## src/assert_macros.svh

```systemverilog
// assertion macros shared by the list rtl
// both take a label and a clocked expression, sampled on clk with rst_n low disabling
`ifndef ASSERT_MACROS_SVH
`define ASSERT_MACROS_SVH
`ifndef SYNTHESIS
`define BLWS_ASSERT(lbl, prop) \
  lbl: assert property (@(posedge clk) disable iff (!rst_n) prop) \
    else $error("list assertion failed");
`define BLWS_NEVER(lbl, cond) \
  lbl: assert property (@(posedge clk) disable iff (!rst_n) !(cond)) \
    else $error("list forbidden condition seen");
`else
`define BLWS_ASSERT(lbl, prop)
`define BLWS_NEVER(lbl, cond)
`endif
`endif

```

## src/blws_pkg.sv

```systemverilog
// types and codes for the bounded list with search
// no dependencies
package blws_pkg;

  localparam int ACTION_W = 3;
  localparam int VALUE_W  = 32;
  localparam int POS_W    = 4;
  localparam int STATUS_W = 3;
  localparam int FOUND_W  = 4;
  localparam int COUNT_W  = 5;

  typedef logic [ACTION_W-1:0] action_t;
  typedef logic [STATUS_W-1:0] status_t;

  localparam action_t ACT_PUSH_FRONT = 3'd0;
  localparam action_t ACT_PUSH_BACK  = 3'd1;
  localparam action_t ACT_POP_FRONT  = 3'd2;
  localparam action_t ACT_POP_BACK   = 3'd3;
  localparam action_t ACT_DELETE     = 3'd4;
  localparam action_t ACT_FIND       = 3'd5;

  localparam status_t ST_OK       = 3'd0;
  localparam status_t ST_EMPTY    = 3'd1;
  localparam status_t ST_BADPOS   = 3'd2;
  localparam status_t ST_FULL     = 3'd3;
  localparam status_t ST_NOTFOUND = 3'd4;

  // per-cell control struct
  typedef struct packed {
    logic ld_word;     // take the command word
    logic from_left;   // take the entry of the cell before
    logic from_right;  // take the entry of the cell after
    logic mark;        // compare entry with the word
    logic scan;        // hand match bits one cell toward the front
  } cell_ctl_t;

endpackage

```

## src/blws_ifs.sv

```systemverilog
// valid/ready channels for commands and responses
// depends on blws_pkg
interface blws_cmd_if;
  logic                                   valid;
  logic                                   ready;
  logic [blws_pkg::ACTION_W-1:0]          action;
  logic signed [blws_pkg::VALUE_W-1:0]    value;
  logic [blws_pkg::POS_W-1:0]             position;

  modport source (output valid, action, value, position, input ready);
  modport sink (input valid, action, value, position, output ready);
endinterface

interface blws_rsp_if;
  logic                           valid;
  logic                           ready;
  logic [blws_pkg::STATUS_W-1:0]  status;
  logic [blws_pkg::FOUND_W-1:0]   found_index;
  logic [blws_pkg::COUNT_W-1:0]   entry_count;

  modport source (output valid, status, found_index, entry_count, input ready);
  modport sink (input valid, status, found_index, entry_count, output ready);
endinterface

```

## src/blws_cell.sv

```systemverilog
// one list cell: holds one entry and its match flag
// depends on blws_pkg for the control struct
module blws_cell #(
  parameter int WORD_BITS = 32
) (
  input  logic                  clk,
  input  blws_pkg::cell_ctl_t   ctl,
  input  logic                  valid,
  input  logic [WORD_BITS-1:0]  word,
  input  logic [WORD_BITS-1:0]  left_entry,
  input  logic [WORD_BITS-1:0]  right_entry,
  input  logic                  right_match,
  output logic [WORD_BITS-1:0]  entry,
  output logic                  match
);

  logic [WORD_BITS-1:0] entry_r;
  logic                 match_r;

  always_ff @(posedge clk) begin
    if (ctl.ld_word) begin
      entry_r <= word;
    end else if (ctl.from_left) begin
      entry_r <= left_entry;
    end else if (ctl.from_right) begin
      entry_r <= right_entry;
    end
  end

  always_ff @(posedge clk) begin
    if (ctl.mark) begin
      match_r <= valid && (entry_r == word);
    end else if (ctl.scan) begin
      match_r <= right_match;
    end
  end

  assign entry = entry_r;
  assign match = match_r;

endmodule

```

## src/bounded_list_with_search.sv

```systemverilog
// bounded ordered list of signed words with search, built as a row of cells
// depends on blws_pkg, blws_ifs and blws_cell
//
//  channel   dir  word                               handshake
//  in_cmd    in   action, value, position            valid/ready
//  out_rsp   out  status, found_index, entry_count   valid/ready
//
// push, pop front and delete act on every cell in parallel; pop back only shrinks the count.
// find marks every cell holding the word, then the match flags walk toward cell 0 one cell
//   per cycle; the first flag at cell 0 gives the index, else no match once all entries pass.
// one command is in work at a time; a finished response sits in the output register.
// rst_n is synchronous: list empty, no response pending.
// out_rsp.ready low while a response is pending holds it and keeps in_cmd.ready low.
`include "assert_macros.svh"

module bounded_list_with_search #(
  parameter int CAPACITY  = 16,
  parameter int WORD_BITS = 32
) (
  input  logic       clk,
  input  logic       rst_n,
  blws_cmd_if.sink   in_cmd,
  blws_rsp_if.source out_rsp
);

  localparam int CW = $clog2(CAPACITY + 1);
  localparam int IW = (CAPACITY > 2) ? $clog2(CAPACITY) : 1;

  localparam logic S_IDLE = 1'b0;
  localparam logic S_SCAN = 1'b1;

  logic                          state_r, state_nxt;
  logic [CW-1:0]                 count_r, count_nxt;
  logic [IW-1:0]                 scan_r, scan_nxt;
  logic                          out_valid_r, out_valid_nxt;
  blws_pkg::status_t             out_status_r, out_status_nxt;
  logic [blws_pkg::FOUND_W-1:0]  out_found_r, out_found_nxt;
  logic [blws_pkg::COUNT_W-1:0]  out_count_r, out_count_nxt;

  logic                  accept, full, empty, pos_ok;
  logic                  do_pf, do_pb, do_popf, do_del, do_mark, do_scan;
  logic                  res_valid;
  logic [WORD_BITS-1:0]  word;

  logic [WORD_BITS-1:0]  entry_w [CAPACITY];
  logic                  match_w [CAPACITY];

  generate
    if (WORD_BITS <= blws_pkg::VALUE_W) begin : g_word_narrow
      assign word = in_cmd.value[WORD_BITS-1:0];
    end else begin : g_word_wide
      assign word = {{(WORD_BITS - blws_pkg::VALUE_W){1'b0}}, in_cmd.value};
    end
  endgenerate

  assign in_cmd.ready = (state_r == S_IDLE) && (!out_valid_r || out_rsp.ready);
  assign accept = in_cmd.valid && in_cmd.ready;
  assign full   = (count_r == CW'(CAPACITY));
  assign empty  = (count_r == '0);
  assign pos_ok = (32'(in_cmd.position) < 32'(count_r));

  assign do_pf   = accept && (in_cmd.action == blws_pkg::ACT_PUSH_FRONT) && !full;
  assign do_pb   = accept && (in_cmd.action == blws_pkg::ACT_PUSH_BACK) && !full;
  assign do_popf = accept && (in_cmd.action == blws_pkg::ACT_POP_FRONT) && !empty;
  assign do_del  = accept && (in_cmd.action == blws_pkg::ACT_DELETE) && !empty && pos_ok;
  assign do_mark = accept && (in_cmd.action == blws_pkg::ACT_FIND) && !empty;

  // cell row
  genvar gi;
  generate
    for (gi = 0; gi < CAPACITY; gi++) begin : g_cell
      blws_pkg::cell_ctl_t   ctl;
      logic [WORD_BITS-1:0]  left_e, right_e;
      logic                  right_m;

      if (gi == 0) begin : g_first
        assign left_e = '0;
      end else begin : g_mid_l
        assign left_e = entry_w[gi-1];
      end
      if (gi == CAPACITY - 1) begin : g_last
        assign right_e = '0;
        assign right_m = 1'b0;
      end else begin : g_mid_r
        assign right_e = entry_w[gi+1];
        assign right_m = match_w[gi+1];
      end

      assign ctl.ld_word    = (do_pf && (gi == 0)) ||
                              (do_pb && (32'(gi) == 32'(count_r)));
      assign ctl.from_left  = do_pf && (gi != 0);
      assign ctl.from_right = do_popf || (do_del && (32'(gi) >= 32'(in_cmd.position)));
      assign ctl.mark       = do_mark;
      assign ctl.scan       = do_scan;

      blws_cell #(.WORD_BITS(WORD_BITS)) u_cell (
        .clk         (clk),
        .ctl         (ctl),
        .valid       (32'(gi) < 32'(count_r)),
        .word        (word),
        .left_entry  (left_e),
        .right_entry (right_e),
        .right_match (right_m),
        .entry       (entry_w[gi]),
        .match       (match_w[gi])
      );
    end
  endgenerate

  always_comb begin
    state_nxt      = state_r;
    count_nxt      = count_r;
    scan_nxt       = scan_r;
    do_scan        = 1'b0;
    res_valid      = 1'b0;
    out_status_nxt = out_status_r;
    out_found_nxt  = out_found_r;

    if (state_r == S_IDLE) begin
      if (accept) begin
        res_valid      = 1'b1;
        out_status_nxt = blws_pkg::ST_OK;
        out_found_nxt  = '0;
        unique case (in_cmd.action)
          blws_pkg::ACT_PUSH_FRONT,
          blws_pkg::ACT_PUSH_BACK: begin
            if (full) begin
              out_status_nxt = blws_pkg::ST_FULL;
            end else begin
              count_nxt = count_r + 1'b1;
            end
          end
          blws_pkg::ACT_POP_FRONT,
          blws_pkg::ACT_POP_BACK: begin
            if (empty) begin
              out_status_nxt = blws_pkg::ST_EMPTY;
            end else begin
              count_nxt = count_r - 1'b1;
            end
          end
          blws_pkg::ACT_DELETE: begin
            if (empty) begin
              out_status_nxt = blws_pkg::ST_EMPTY;
            end else if (!pos_ok) begin
              out_status_nxt = blws_pkg::ST_BADPOS;
            end else begin
              count_nxt = count_r - 1'b1;
            end
          end
          blws_pkg::ACT_FIND: begin
            if (empty) begin
              out_status_nxt = blws_pkg::ST_NOTFOUND;
            end else begin
              // result comes once the match wave reaches cell 0 or every entry has passed
              res_valid = 1'b0;
              state_nxt = S_SCAN;
              scan_nxt  = '0;
            end
          end
          default: begin
          end
        endcase
      end
    end else begin
      if (match_w[0]) begin
        res_valid      = 1'b1;
        out_status_nxt = blws_pkg::ST_OK;
        out_found_nxt  = blws_pkg::FOUND_W'(scan_r);
        state_nxt      = S_IDLE;
      end else if ((CW'(scan_r) + 1'b1) >= count_r) begin
        res_valid      = 1'b1;
        out_status_nxt = blws_pkg::ST_NOTFOUND;
        out_found_nxt  = '0;
        state_nxt      = S_IDLE;
      end else begin
        do_scan  = 1'b1;
        scan_nxt = scan_r + 1'b1;
      end
    end

    out_count_nxt = res_valid ? blws_pkg::COUNT_W'(count_nxt) : out_count_r;
    out_valid_nxt = res_valid || (out_valid_r && !out_rsp.ready);
  end

  always_ff @(posedge clk) begin
    if (!rst_n) begin
      state_r     <= S_IDLE;
      count_r     <= '0;
      out_valid_r <= 1'b0;
    end else begin
      state_r     <= state_nxt;
      count_r     <= count_nxt;
      out_valid_r <= out_valid_nxt;
    end
  end

  always_ff @(posedge clk) begin
    scan_r       <= scan_nxt;
    out_status_r <= out_status_nxt;
    out_found_r  <= out_found_nxt;
    out_count_r  <= out_count_nxt;
  end

  assign out_rsp.valid       = out_valid_r;
  assign out_rsp.status      = out_status_r;
  assign out_rsp.found_index = out_found_r;
  assign out_rsp.entry_count = out_count_r;

  `BLWS_NEVER(a_count_bound, 32'(count_r) > 32'(CAPACITY))
  `BLWS_NEVER(a_no_accept_in_scan, (state_r == S_SCAN) && in_cmd.ready)
  `BLWS_NEVER(a_scan_in_range, (state_r == S_SCAN) && (32'(scan_r) >= 32'(count_r)))
  `BLWS_NEVER(a_scan_slot_free, (state_r == S_SCAN) && out_valid_r)
  `BLWS_ASSERT(a_push_grows, rst_n && do_pf |=> (count_r == $past(count_r) + 1'b1))

endmodule

```

## src/flat_wrapper.sv

```systemverilog
// flat-port wrapper written by rule: the top's interface ports become plain ports
module bounded_list_with_search_flat 
#(
  parameter int CAPACITY  = 16,
  parameter int WORD_BITS = 32
)
  (clk, rst_n, in_cmd_valid, in_cmd_action, in_cmd_value, in_cmd_position, in_cmd_ready, out_rsp_valid, out_rsp_status, out_rsp_found_index, out_rsp_entry_count, out_rsp_ready);
  blws_cmd_if in_cmd_i ();
  blws_rsp_if out_rsp_i ();
  input  logic clk;
  input  logic rst_n;
  input wire logic [$bits(in_cmd_i.valid)-1:0] in_cmd_valid;
  input wire logic [$bits(in_cmd_i.action)-1:0] in_cmd_action;
  input wire logic [$bits(in_cmd_i.value)-1:0] in_cmd_value;
  input wire logic [$bits(in_cmd_i.position)-1:0] in_cmd_position;
  output wire logic [$bits(in_cmd_i.ready)-1:0] in_cmd_ready;
  output wire logic [$bits(out_rsp_i.valid)-1:0] out_rsp_valid;
  output wire logic [$bits(out_rsp_i.status)-1:0] out_rsp_status;
  output wire logic [$bits(out_rsp_i.found_index)-1:0] out_rsp_found_index;
  output wire logic [$bits(out_rsp_i.entry_count)-1:0] out_rsp_entry_count;
  input wire logic [$bits(out_rsp_i.ready)-1:0] out_rsp_ready;
  assign in_cmd_i.valid = in_cmd_valid;
  assign in_cmd_i.action = in_cmd_action;
  assign in_cmd_i.value = in_cmd_value;
  assign in_cmd_i.position = in_cmd_position;
  assign in_cmd_ready = in_cmd_i.ready;
  assign out_rsp_valid = out_rsp_i.valid;
  assign out_rsp_status = out_rsp_i.status;
  assign out_rsp_found_index = out_rsp_i.found_index;
  assign out_rsp_entry_count = out_rsp_i.entry_count;
  assign out_rsp_i.ready = out_rsp_ready;
  bounded_list_with_search #(.CAPACITY(CAPACITY), .WORD_BITS(WORD_BITS)) u_core (.clk(clk), .rst_n(rst_n), .in_cmd(in_cmd_i), .out_rsp(out_rsp_i));
endmodule
```

## config.mk

```make
export PLATFORM = sky130hd
export DESIGN_NAME = bounded_list_with_search_flat
export DESIGN_NICKNAME = d
export VERILOG_FILES = /design/src/blws_pkg.sv /design/src/blws_ifs.sv /design/src/blws_cell.sv /design/src/bounded_list_with_search.sv /design/src/flat_wrapper.sv
export VERILOG_INCLUDE_DIRS = /design/src /design/src/src
export SDC_FILE = /design/constraint.sdc
export NUM_CORES = 2
export LEC_CHECK = 0
export BUFFER_PORTS_ARGS = -buffer_cell sky130_fd_sc_hd__buf_2
export CORE_UTILIZATION = 55
export DETAILED_ROUTE_END_ITERATION = 8
export HOLD_SLACK_MARGIN = 0.12
export PLACE_DENSITY = 0.71
export SLEW_MARGIN = 20
export SYNTH_ARGS = -nofsm -noshare
export SYNTH_HDL_FRONTEND = slang
export SYNTH_SLANG_ARGS = --single-unit
```

## constraint.sdc

```tcl
create_clock -name clk -period 6.5 [get_ports clk]
set_input_delay 0.65 -clock clk [delete_from_list [all_inputs] [get_ports clk]]
set_output_delay 0.65 -clock clk [all_outputs]
set_load 0.1 [all_outputs]
```

# --- Yosys cells after proc, flatten, opt, wreduce, memory -nomap -nowiden ---
# Cells that the tools add are included.
word_totals:
  register_bits: 551
  elab_cells: 346
  output_inout_bits: 14
op_classes:
  bitwise: 1
  mux: 119
  add_sub_neg: 4
  reduce_logical: 109
  order_cmp: 33
  n_eq_ne: 41
ops:
  columns: ["operator", "count"]
  rows:
  - ["$mux W32", 47]
  - ["$eq A32 B32 Y1", 16]
  - ["$logic_and A1 B1 Y1", 61]
  - ["$mux W1", 46]
  - ["$reduce_bool A3 Y1", 15]
  - ["$eq A4 B5 Y1 const A", 8]
  - ["$lt A4 B5 Y1 const A", 8]
  - ["$mux W4", 10]
  - ["$mux W5", 6]
  - ["$ge A4 B4 Y1 const A", 7]
  - ["$eq A3 B5 Y1 const A", 4]
  - ["$lt A3 B5 Y1 const A", 4]
  - ["$logic_or A1 B1 Y1", 19]
  - ["$mux W3", 6]
  - ["$ge A3 B4 Y1 const A", 4]
  - ["$pmux W5 S3", 1]
  - ["$pmux W3 S4", 1]
  - ["$eq A2 B5 Y1 const A", 2]
  - ["$lt A1 B5 Y1 const A", 2]
  - ["$lt A2 B5 Y1 const A", 2]
  - ["$ge A1 B4 Y1 const A", 2]
  - ["$ge A2 B4 Y1 const A", 2]
  - ["$reduce_bool A2 Y1", 4]
  - ["$eq A3 B2 Y1 const B", 2]
  - ["21 further kinds", 28]

# --- Logic depth before layout (Yosys ltp) ---
depth:
  ltp_word: 12
  mapped_depth: 11

# --- Hierarchy ---
# Synthesis repeated with hierarchy kept, for this count alone.
unflattened:
  cells_unflattened: 3247
  hier_area_um2: 34267.9
modules_own_cells:
  columns: ["mod", "n_inst", "cells_per_inst", "area_per_inst_um2", "seq_area_each_um2"]
  rows:
  - ["blws_cell", 16, 187, 2015.7, 991.0]
  - ["bounded_list_with_search", 1, 255, 2016.9, 620.6]

# --- Least setup slack after synthesis ---
# No wires, ideal clock.
synth_path:
  path_kind: "reg2reg"
  startpoint: "reg u_core.count_r[2]"
  endpoint: "reg u_core.g_cell[0].u_cell.entry_r[0], enable pin"
  setup_time_ns: 0.511
  period_less_slack_ns: 5.742
  stages_incl_launch_ff: 9
  required_time_ns: 5.989
  path_slack_ns: 0.758
  n_path_buf: 1
  arrival_ns: 5.232
  cell_sequence: "dfxtp_1 -> clkbuf_1 -> inv_1 -> ha_1 -> o21a_1 -> o21a_1 -> nand2_1 -> nand3b_1 -> o41ai_1"
synth_via:
  elab_chain_cells: 7
synth_rtl:
  columns: ["element", "line", "source"]
  rows:
  - ["start, declared", "bounded_list_with_search.sv:33", "logic [CW-1:0] count_r, count_nxt;"]
  - ["start signal, assigned", "bounded_list_with_search.sv:192", "count_r <= count_nxt;"]
  - ["parallel branches: the longest is 6 deep, another holds $lt A4 B5 Y1", null, null]
  - ["$reduce_bool A2 Y1 (no line) (*)", null, null]
  - ["end signal, assigned", "blws_cell.sv:22", "entry_r <= word;"]
  - ["end signal, assigned", "blws_cell.sv:24", "entry_r <= left_entry;"]
  - ["end signal, assigned", "blws_cell.sv:26", "entry_r <= right_entry;"]
  - ["end, declared", "blws_cell.sv:17", "logic [WORD_BITS-1:0] entry_r;"]
# Every way passes the cells marked *.
# A chain may end at the register's enable or synchronous reset.

# --- Final worst setup path ---
layout_path:
  startpoint: "reg u_core.count_r[3]"
  endpoint: "reg u_core.g_cell[3].u_cell.entry_r[19], enable pin"
layout_via:
  elab_chain_cells: 7
layout_rtl:
  columns: ["element", "line"]
  rows:
  - ["parallel branches: the longest is 6 deep, another holds $lt A4 B5 Y1", null]
  - ["$reduce_bool A3 Y1 (no line) (*)", null]
  - ["end signal, assigned", "blws_cell.sv:22"]
  - ["end signal, assigned", "blws_cell.sv:24"]
  - ["end signal, assigned", "blws_cell.sv:26"]
  - ["end, declared", "blws_cell.sv:17"]
# Marks and branches as above.

==> impl_metrics.toml <==
[critical_path]
timing.critical_path.fanout_max = 17
setup.worst_path.class = "register to register"
regToRegEndpoint = "u_core.g_cell[3].u_cell.entry[19]"
setup.worst_path.end_class = "register"
worstReg2RegStart = "u_core.count_r[3]"
cp-start-kind = "register"
depth_of_the_most_critical_reg_to_reg_path = 7
r2r_slack_ns = 1.85
crit_required_ns = 6.81
crit_arrival_ns = 4.96

[routing]
detail_route.drc_violations = 0
detail_route.wl_per_cell_um = 27.29
routed_wire_length_um = 107500
via_count = 25540
drt_iter0_drc = 3305
number_of_antenna_violating_nets_in_the_routed_design = 0
route.detailed.vias_per_inst = 6.486
number_of_detailed_routing_iterations_run_before_antenna_repair = 5

[run_status]
outcome = "completed"

[floorplan]
chip_height_um = 250.7
floorplan_die_width_um = 250.7
io-pin-count = 57
num_rows = 90
die_area_um2 = 62860
start_util = 0.5606
coreArea_um2 = 60700

[min_path]
whs_endpoint = "u_core.count_r[0]"
path_category_of_the_worst_min_delay_check = "primary input to register"
min_path_cells = 3
hold_path.startpoint = "rst_n"

[pwr]
irDropWorstVdd_uv = 202.8
internal_power_w = 0.006345
switching_share = 0.2712
p_per_area_nw_per_um2 = 237.7
power.leakage_nw = 11.51
p_switching_w = 0.002361
power.share.clock = 0.392
design_power_total_w = 0.008706
comb_power_share = 0.124
seq_power_share = 0.485

[clocking]
cts.repair.resized = 0
tritoncts = "built"
clk_tree_root_cell = "sky130_fd_sc_hd__clkbuf_16"
numCtsBuffers = 59
cts_htree_levels = 2
clock_insertion_delay_at_the_later_pin_of_the_skew_report_ns = 0.66
cts_buffer_depth = 3
cts_num_sinks = 551
post_cts_buffers = 0
hold_buffers = 0
clk_pin_slew_worst_paths_ns = 0.06

[global_route]
grt_first_pass_wirelength_um = 159800
grt-busiest-layer = "met2"
antenna_found_initial = 8
global_routing_usage_on_met3 = 0.09810
overflow = 0
grt_start_max_net_pins = 113
met1_usage = 0.4808
grt_usage = 0.3369
grt_use_met2 = 0.5063
number_of_global_route_vias_before_repair = 24120

[placed_design]
dp.final_hpwl_um = 75280
post_dp_cell_area_um2 = 34670
dpl_worst_slack_ns = 1.982
gp_congestion = 0.9557
io_buffers = 56

[logic_synthesis]
synth_compound_gate_area_share = 0.09216
syn-instance-count = 3206
yosys.area.top_type_share = 0.4801
ys_types = 64
yosys_warnings = 0
syn-mean-instance-area_um2 = 10.61
main_combinational_cell_family_by_area_after_synthesis = "multiplexers"
syn_area_um2 = 34020
synth.ff_latch_count = 551
synth_edf_count = 544
synth.largest_area_cell = "sky130_fd_sc_hd__edfxtp_1"
post_synth_and_or_nand_nor_area_fraction = 0.1034
postSynth.topFlopCell = "sky130_fd_sc_hd__edfxtp_1"
ys_seq_area_frac = 0.4842
synth_fa_ha_area_frac = 0.005148
synthesized_netlist_net_count = 3263
synth.area.mux_share = 0.1427
post_synth_main_area_contributors = "sky130_fd_sc_hd__edfxtp_1, sky130_fd_sc_hd__mux2i_1, sky130_fd_sc_hd__xnor2_1"
yosys.area_share.xor_xnor = 0.1326
synthArstFlopShare = 0

[run]
maxCapViolations = 0

[cells_and_area]
layout.cell_area.non_filler_um2 = 36630
area.growth.synth_to_final_pct = 7.660
nets = 3156
fillers = 4850
fraction_of_layout_instances_using_a_drive_strength_above_1 = 0.08413

[timing]
rsz0062_at_grt = "false"
hold_viol = 0
actual_transition_at_the_worst_max_transition_pin_ns = 1.046
fin_tns_setup_ns = 0
timing.final.crit_period_ns = 4.647
final.setup.worst_slack_ns = 1.853
timing.final.setup_violations = 0
timing.fmax_mhz = 215.2
worst_slew_margin_rel = 0.2951
clock-skew-final_ns = 0.03830
report.final.slew_viol_count = 0
period_share = 0.7150
==> metal layers <==
layer / vias to the layer above / part of all wire
li1: 11370 / -
met5: - / 0.00038
met3: 173 / 0.12
met2: 1440 / 0.45
met4: 6 / 0.021
met1: 12550 / 0.41
==> worst max path at each step <==
stage | cells past startpoint | slack, ns | end | start
after global routing | 7 | 1.62 | u_core.g_cell[3].u_cell.entry[1] | u_core.count_r[3]
after detailed placement | 7 | 1.98 | u_core.g_cell[3].u_cell.entry[28] | u_core.count_r[3]
after global placement | 7 | 2.18 | u_core.g_cell[0].u_cell.entry[12] | u_core.count_r[3]
final | 7 | 1.85 | u_core.g_cell[3].u_cell.entry[19] | u_core.count_r[3]
after CTS | 7 | 1.93 | u_core.g_cell[3].u_cell.entry[19] | u_core.count_r[3]
after floorplan | 8 | 0.76 | u_core.g_cell[0].u_cell.entry[0] | u_core.count_r[2]
==> synthesized netlist by cell type, drive strengths merged, types with 2 or more instances <==
master   count
edfxtp     544
mux2i      449
nor2       338
a21oi      327
xnor2      286
xor2       229
clkbuf     188
nand2      162
o21ai      156
buf        112
nand4       88
nor4        76
a22o        35
nand3       35
mux2        32
nor3        22
ha          14
inv         11
and3         8
dfxtp        7
a31oi        6
nand2b       6
nor2b        6
o211ai       6
a2111oi      4
a21o         4
and2         4
nand3b       4
o21a         4
o31ai        4
or3          4
a221oi       3
clkinv       3
a211oi       2
a32o         2
a41oi        2
nor3b        2
o22ai        2
==> registers in the layout, summed over array words and instances (netlist names) <==
name and cells:
u_core.g_cell.u_cell.entry 512, u_core.g_cell.u_cell.match 16, u_core.count_r 5, u_core.out_rsp.entry_count 5, u_core.out_rsp.found_index 4, u_core.scan_r 4, u_core.out_rsp.status 3, u_core.out_rsp.valid 1
u_core.state_r 1
==> cells by family after synthesis <==
family | count (synthesis)
AO/OA/AOI/OAI | 569
XOR/XNOR | 515
adder cells (fa/ha/maj) | 14
buffers and inverters | 314
flip-flops | 551
multiplexers | 481
AND/OR/NAND/NOR | 762
==> critical path, stage by stage, from the launching register on <==
cell	delay, ns
sky130_fd_sc_hd__dfxtp_1	0.74
sky130_fd_sc_hd__clkinv_1	0.52
sky130_fd_sc_hd__ha_1	0.38
sky130_fd_sc_hd__a2111o_1	0.45
sky130_fd_sc_hd__nand2_1	0.27
sky130_fd_sc_hd__nand3b_1	0.50
sky130_fd_sc_hd__o211ai_1	1.02
sky130_fd_sc_hd__buf_4	0.41
==> placed cells by master, fill, tap and decap left out, types with 56 or more instances in the layout <==
cell type,Yosys,routed
sky130_fd_sc_hd__buf_4,12,71
sky130_fd_sc_hd__nor2_1,338,337
sky130_fd_sc_hd__buf_2,45,56
sky130_fd_sc_hd__o21ai_0,155,152
sky130_fd_sc_hd__nor4_1,76,74
sky130_fd_sc_hd__clkbuf_16,0,60
sky130_fd_sc_hd__nand4_1,88,88
sky130_fd_sc_hd__a21oi_1,327,327
sky130_fd_sc_hd__xor2_1,229,229
sky130_fd_sc_hd__mux2i_1,449,449
sky130_fd_sc_hd__xnor2_1,286,286
sky130_fd_sc_hd__nand2_1,162,162
sky130_fd_sc_hd__edfxtp_1,544,544
==> power groups by stage <==
stage / Clock, W / Sequential, W / Combinational [W]
2_1_floorplan: 0 / 0.00429 / 0.000686
3_3_place_gp: 0 / 0.00428 / 0.00102
3_5_place_dp: 0 / 0.00429 / 0.00104
4_1_cts: 0.00342 / 0.00421 / 0.00105
5_1_grt: 0.00354 / 0.00423 / 0.00114
6_report: 0.00341 / 0.00422 / 0.00108
==> per-stage QoR <==
step,util,cells,hold WS (ns)
after global routing,0.6033,3932,0.2996
after global placement,0.5712,3819,0.5098
after CTS,0.6027,3931,0.2735
after floorplan,-,3206,0.4946
after detailed placement,0.5712,3819,0.5128
final,0.6035,3937,0.2881
==> area by class of cell <==
type | instances | area [um2] | area share
clock buffers | 86 | 1649 | 0.04502
inverters | 14 | 52.55 | 0.001435
clock inverters | 26 | 257.7 | 0.007036
repair buffers | 132 | 920.9 | 0.02514
flip-flops and latches | 551 | 16480 | 0.4498
well taps | 782 | 978.4 | 0.02671
multi-input cells | 2341 | 16280 | 0.4445
diodes | 5 | 12.51 | 0.0003416
No activity file was read; power rests on OpenSTA's default activity.
